--- config.mk ---
export PLATFORM = sky130hd
export DESIGN_NAME = gda_cell
export DESIGN_NICKNAME = d
export VERILOG_FILES = /design/src/design/gda_pkg.sv /design/src/design/gda_cell.sv
export SDC_FILE = /design/constraint.sdc
export NUM_CORES = 1
export LEC_CHECK = 0
export ABC_AREA = 0
export BUFFER_PORTS_ARGS = -buffer_cell sky130_fd_sc_hd__buf_4
export CORE_MARGIN = 8
export CORE_UTILIZATION = 28
export CTS_CLUSTER_DIAMETER = 40
export DETAILED_ROUTE_END_ITERATION = 10
export PLACE_DENSITY = 0.46
export SYNTH_ARGS = -nofsm -noshare
export SYNTH_HDL_FRONTEND = slang
export SYNTH_SLANG_ARGS = --single-unit
export TNS_END_PERCENT = 1
--- constraint.sdc ---
create_clock -name clk_i -period 1.2 [get_ports clk_i]
set_input_delay 0.18 -clock clk_i [delete_from_list [all_inputs] [get_ports clk_i]]
set_output_delay 0.18 -clock clk_i [all_outputs]
set_load 0.05 [all_outputs]
--- src/design/gda_pkg.sv ---
// Shared types, constants and a helper function of the grid direction angle block.
package gda_pkg;

  localparam int COORD_W = 32;
  localparam int ANGLE_W = 16;
  localparam int ROW_W   = 16;
  localparam int COL_W   = 10;
  localparam int DP_W    = 64;
  localparam int Z_W     = 34;
  localparam int STEPS   = 31;
  localparam int NORM_TOP = 58;

  localparam logic signed [Z_W-1:0] ATAN_TAB [0:STEPS-1] = '{
    34'sh020000000, 34'sh012E4051E, 34'sh009FB385B, 34'sh0051111D4, 34'sh0028B0D43,
    34'sh00145D7E1, 34'sh000A2F61E, 34'sh000517C55, 34'sh00028BE53, 34'sh000145F2F,
    34'sh0000A2F98, 34'sh0000517CC, 34'sh000028BE6, 34'sh0000145F3, 34'sh00000A2FA,
    34'sh00000517D, 34'sh0000028BE, 34'sh00000145F, 34'sh000000A30, 34'sh000000518,
    34'sh00000028C, 34'sh000000146, 34'sh0000000A3, 34'sh000000051, 34'sh000000029,
    34'sh000000014, 34'sh00000000A, 34'sh000000005, 34'sh000000003, 34'sh000000001,
    34'sh000000001
  };

  typedef enum logic [1:0] {
    CFG_LAST_COLUMN = 2'd0,
    CFG_LAST_ROW    = 2'd1,
    CFG_WANT_E1     = 2'd2,
    CFG_WANT_E2     = 2'd3
  } cfg_reg_e;

  typedef enum logic [2:0] {
    ST_IDLE,
    ST_READ,
    ST_PREP,
    ST_WAIT,
    ST_SEND
  } seq_state_e;

  typedef struct packed {
    logic signed [COORD_W-1:0] x_coord;
    logic signed [COORD_W-1:0] y_coord;
    logic                      first_point;
  } in_t;

  typedef struct packed {
    logic [ROW_W-1:0]          row;
    logic [COL_W-1:0]          column;
    logic signed [ANGLE_W-1:0] angle_e1;
    logic signed [ANGLE_W-1:0] angle_e2;
    logic                      e1_valid;
    logic                      e2_valid;
    logic                      last_of_run;
  } out_t;

  // Control bits that travel along the rotation chain with each job.
  typedef struct packed {
    logic valid;
    logic dir;
    logic zero;
  } job_meta_t;

  function automatic logic [1:0] slot_add(logic [1:0] s, logic [1:0] k);
    logic [2:0] sum;
    sum = {1'b0, s} + {1'b0, k};
    if (sum >= 3'd3) begin
      sum = sum - 3'd3;
    end
    return sum[1:0];
  endfunction

endpackage

--- src/design/gda_cell.sv ---
// One vectoring rotation step of the angle chain, registered toward its neighbor.
module gda_cell import gda_pkg::*; #(
  parameter int STEP = 0
) (
  input  logic                   clk_i,
  input  logic                   rst_ni,
  input  job_meta_t              meta_i,
  input  logic signed [DP_W-1:0] x_i,
  input  logic signed [DP_W-1:0] y_i,
  input  logic signed [Z_W-1:0]  z_i,
  output job_meta_t              meta_o,
  output logic signed [DP_W-1:0] x_o,
  output logic signed [DP_W-1:0] y_o,
  output logic signed [Z_W-1:0]  z_o
);

  job_meta_t              meta_q;
  logic signed [DP_W-1:0] x_q, y_q, x_d, y_d, xs, ys;
  logic signed [Z_W-1:0]  z_q, z_d;

  always_comb begin
    xs = x_i >>> STEP;
    ys = y_i >>> STEP;
    if (y_i > 0) begin
      x_d = x_i + ys;
      y_d = y_i - xs;
      z_d = z_i + ATAN_TAB[STEP];
    end else begin
      x_d = x_i - ys;
      y_d = y_i + xs;
      z_d = z_i - ATAN_TAB[STEP];
    end
  end

  always_ff @(posedge clk_i or negedge rst_ni) begin
    if (!rst_ni) begin
      meta_q <= '0;
    end else begin
      meta_q <= meta_i;
    end
  end

  always_ff @(posedge clk_i) begin
    x_q <= x_d;
    y_q <= y_d;
    z_q <= z_d;
  end

  assign meta_o = meta_q;
  assign x_o    = x_q;
  assign y_o    = y_q;
  assign z_o    = z_q;

endmodule

Word level (Yosys, flattened, before mapping) --
Index checks and enable logic that the tools add are counted.
Storage, ports and cells: register bits after elaboration 165, input bits 167, output and inout bits 165
Operators by class: order comparisons 1, multiplexer cells 3, add/sub/neg operators 5
Operators by type and width (count):
- 2-to-1 mux 64 bit | 2
- subtractor 64 bit | 2
- adder 64 bit | 1
- > comparator 64 x 1 -> 1 bit (second input constant) | 1
- adder 34 x 31 -> 34 bit (second input constant) | 1
- 2-to-1 mux 34 bit | 1
- subtractor 34 x 31 -> 34 bit (second input constant) | 1

Depth between registers and ports, before layout --
depth in word-level cells 2, mapped depth 14

Worst setup path after synthesis --
OpenSTA, ideal clock, no wires.
path type in2reg, from input port y_i[48], to register z_q[33] (netlist: z_o[33]), arrival 2.684 ns, setup slack -1.614 ns, setup time 0.130 ns, cell stages on the path 13, path through nor4_1 -> nand4_1 -> nor4_1 -> or2_1 -> clkbuf_1 -> buf_6 -> clkbuf_1 -> clkbuf_1 -> ha_1 -> a21o_1 -> a21oi_1 -> xnor2_1 -> xnor2_1
On the way: longest elaborated chain between the ends 2
Ends and longest elaborated chain:
- from (decl) | RTL line gda_cell.sv:9 | input logic signed [DP_W-1:0] y_i,
- > comparator 64 x 1 -> 1 bit | RTL line gda_cell.sv:24 | if (y_i > 0) begin
- 2-to-1 mux 34 bit | RTL line gda_cell.sv:24
- named net z_d[33] | RTL line gda_cell.sv:19 | logic signed [Z_W-1:0] z_q, z_d;
- to (signal assigned) | RTL line gda_cell.sv:46 | z_q <= z_d;
- to (decl) | RTL line gda_cell.sv:19
The timed path passes the listed nets, and every way through them passes these cells.

Worst setup path in the final report --
from input port y_i[1], to register x_q[54] (netlist: x_o[54])
On the way: longest elaborated chain between the ends 2, elaborated cells on any way between the ends 4, those cells by class add/sub: 2; order compare: 1; mux: 1
Ends and longest elaborated chain:
- subtractor 64 bit (tied with other cells) | RTL line gda_cell.sv:29 | x_d = x_i - ys;
- 2-to-1 mux 64 bit (*) | RTL line gda_cell.sv:24
- named net x_d[54] | RTL line gda_cell.sv:18 | logic signed [DP_W-1:0] x_q, y_q, x_d, y_d, xs, ys;
- to (signal assigned) | RTL line gda_cell.sv:44 | x_q <= x_d;
- to (decl) | RTL line gda_cell.sv:18
Mark *: on every way through the listed nets, which the timed path passes. The rest lies on a longest branch.

==> impl_metrics.tcl <==
set metrics [dict create \
    core_um2 56300 \
    place_area_um2 26000 \
    fmax_ghz 0.372 \
    grt_pass1_vias 21500 \
    crit_type "in -> reg" \
    grt_overflow 0 \
    synth_edf_count 0 \
    rows 87 \
    grt.busiest_layer "met2" \
    synth_seq_area_share 0.207 \
    dr.pass1.iters 5 \
    multi_input_area_um2 13400 \
    critical_path.cell_chain "buf_4 -> buf_6 -> fa_2 -> nand2b_4 -> a21o_1 -> a2111o_1 -> a311oi_4 -> nor2_4 -> o21bai_4 -> a21oi_4 -> o31a_1 -> o22ai_4 -> xnor2_1" \
    synthFlopType "dfxtp_1" \
    clk_pin_slew_ps 90 \
    synth_cells 2146 \
    grt_max_degree 52 \
    gp_congestion 0.989 \
    drv_cap 0 \
    async_flop_share 0.0183 \
    routed_wl_um 94400 \
    chipHeight_um 254 \
    start_kind "input pin" \
    synth_cell_types 90 \
    tritoncts "done" \
    antenna_found_initial 2 \
    synth_area_leaders "dfxtp_1 (20%), ha_1 (15%), a21oi_1 (9.5%)" \
    arrival_ps 3110 \
    end_kind "flop" \
    hold_viol 0 \
    rsz0062_at_grt "yes" \
    met3_usage 0.0456 \
    drive_gt1_frac 0.531 \
    worst_slew_pin_slew_ps 853 \
    fin_util 0.546 \
    violations "negative setup slack" \
    required_ps 1630 \
    io_buffers 331 \
    die_w_um 254 \
    dp.cells 4071 \
    dieArea_um2 64800 \
    outcome "complete, but fails checks" \
    routed_via_density 5.09 \
    hpwl_um 79500 \
    grt_pass1_wl_um 138000 \
    cellPowerDensity_nw_per_um2 1130 \
    cts.sink_count 164 \
    final_area_um2 30700 \
    drc 0 \
    vias 21200 \
    cts_max_level 4 \
    yosys.area.top_type_share 0.202 \
    synth_nets 2510 \
    cts-root-buf "clkbuf_16" \
    seq_area_um2 3490 \
    yosys-top-cells-count "a21oi_1 (301), inv_1 (206), ha_1 (193)" \
    finalCritPeriodShare 2.24 \
    syn_avg_cell_area_um2 7.42 \
    yosysMostFrequentCell "a21oi_1" \
    drt-initial-drc-count 1549 \
    fill_cells 5469 \
    layout_setup_ws_ps -1490 \
    cp_max_fo 5 \
    min_path_cells 4 \
    wire_per_inst_um 22.6 \
    hp-class "in -> reg" \
    yosys.area.top_type "dfxtp_1" \
    ys_ff_latch 164 \
    stdcell_count 4177 \
    track_usage 0.282 \
    maxSlewViolCount 0 \
    cts_max_path_buffers 2 \
    num-nets-final 3771 \
    pin_count 332 \
    max_slew_margin 0.425 \
    worst_path_largest_cell_delay_ps 500 \
    fin_crit_ps 2690 \
    slowest_stage "a2111o_1" \
    timing.setup.tns_ps -148870 \
    netlist_area_um2 15900 \
    syn_to_final_growth_pct 93.0 \
    final-setup-viol-count 142 \
    grtUsageMet1 0.382 \
    grt_use_met2 0.462 \
    ys_warn_count 0 \
    initial_core_util 0.283 \
    ant_nets 0 \
    vdd_drop_max_v 0.00121 \
    total_leakage_power_nw 14.4 \
    cts-buffers-inserted 17 \
]
critical path, delay by kind of cell:
kind | cells | cell delay [ps]
xor+xnor | 1 | 150
simple gates | 2 | 230
fa+ha+maj | 1 | 370
compound gates | 7 | 1910
buf+inv | 2 | 250
flip-flops by register name (all words and copies together), names as in the netlist:
signal and cells:
meta_o 3, x_o 63, y_o 64, z_o 34
logic make-up after synthesis:
logic type               count (synthesis)  synth area share
AO/OA/AOI/OAI                          752             0.294
AND/OR/NAND/NOR                        570             0.173
buffers and inverters                  309            0.0829
adder cells (fa/ha/maj)                197             0.157
flip-flops                             164             0.207
XOR/XNOR                               129            0.0710
multiplexers                            25            0.0158
layer usage:
| metal | wire [um] | part of all wire |
|---|---|---|
| met5 | 0 | 0 |
| met4 | 2610 | 0.028 |
| met3 | 5910 | 0.063 |
| met2 | 43400 | 0.46 |
| met1 | 42500 | 0.45 |
metrics by stage:
stage	hold WS, ps	worst slack (ps)	power, mW
after global placement	-30.6	-2830	25.3
after global routing	68.5	-1530	36.3
after detailed placement	-31.1	-2830	25.2
final	63.2	-1490	34.8
after floorplan	-116	-1470	16.3
after CTS	30.8	-1580	33.9
where the power goes:
group / leakage [nW] / switching (mW) / internal, mW
sequential: 1.40 / 0.765 / 6.83
combinational: 12.7 / 11.9 / 9.48
clock: 0.295 / 3.07 / 2.82
total: 14.4 / 15.7 / 19.1
worst paths after layout:
| check | from | endpoint | slack [ps] |
|---|---|---|---|
| min in group asynchronous | rst_ni | meta_o[0] | 570 |
| worst max-delay path | y_i[1] | x_o[54] | -1490 |
| worst min-delay path | z_i[30] | z_o[30] | 60 |
| max in group asynchronous | rst_ni | meta_o[1] | 500 |
what timing repair did:
item,in CTS,in global routing
hold buffers,37,0
pin swaps,43,89
endpoints found under the hold margin,38,0
setup endpoints to repair,295,240
gates resized for setup,642,271
buffers inserted,7,34
cell usage in the layout, fill, tap and decap left out, drive strengths merged, types with 41 or more instances in the layout:
master,instances
nand4,41
nand2,125
a21oi,301
nor4,42
nor2,186
inv,219
nor3,48
dfxtp,161
buf,1299
o21ai,153
o21bai,48
ha,193
xnor2,125
layout make-up:
type                            count  area share
Sequential cell                   164       0.114
Tap cell                          756      0.0308
Clock inverter                     15     0.00582
Timing Repair Buffer             1336       0.374
Multi-Input combinational cell   1673       0.435
Antenna cell                        1   0.0000814
Clock buffer                       17      0.0138
Inverter                          215      0.0268
Note: power is estimated with default switching activity, not from simulation.
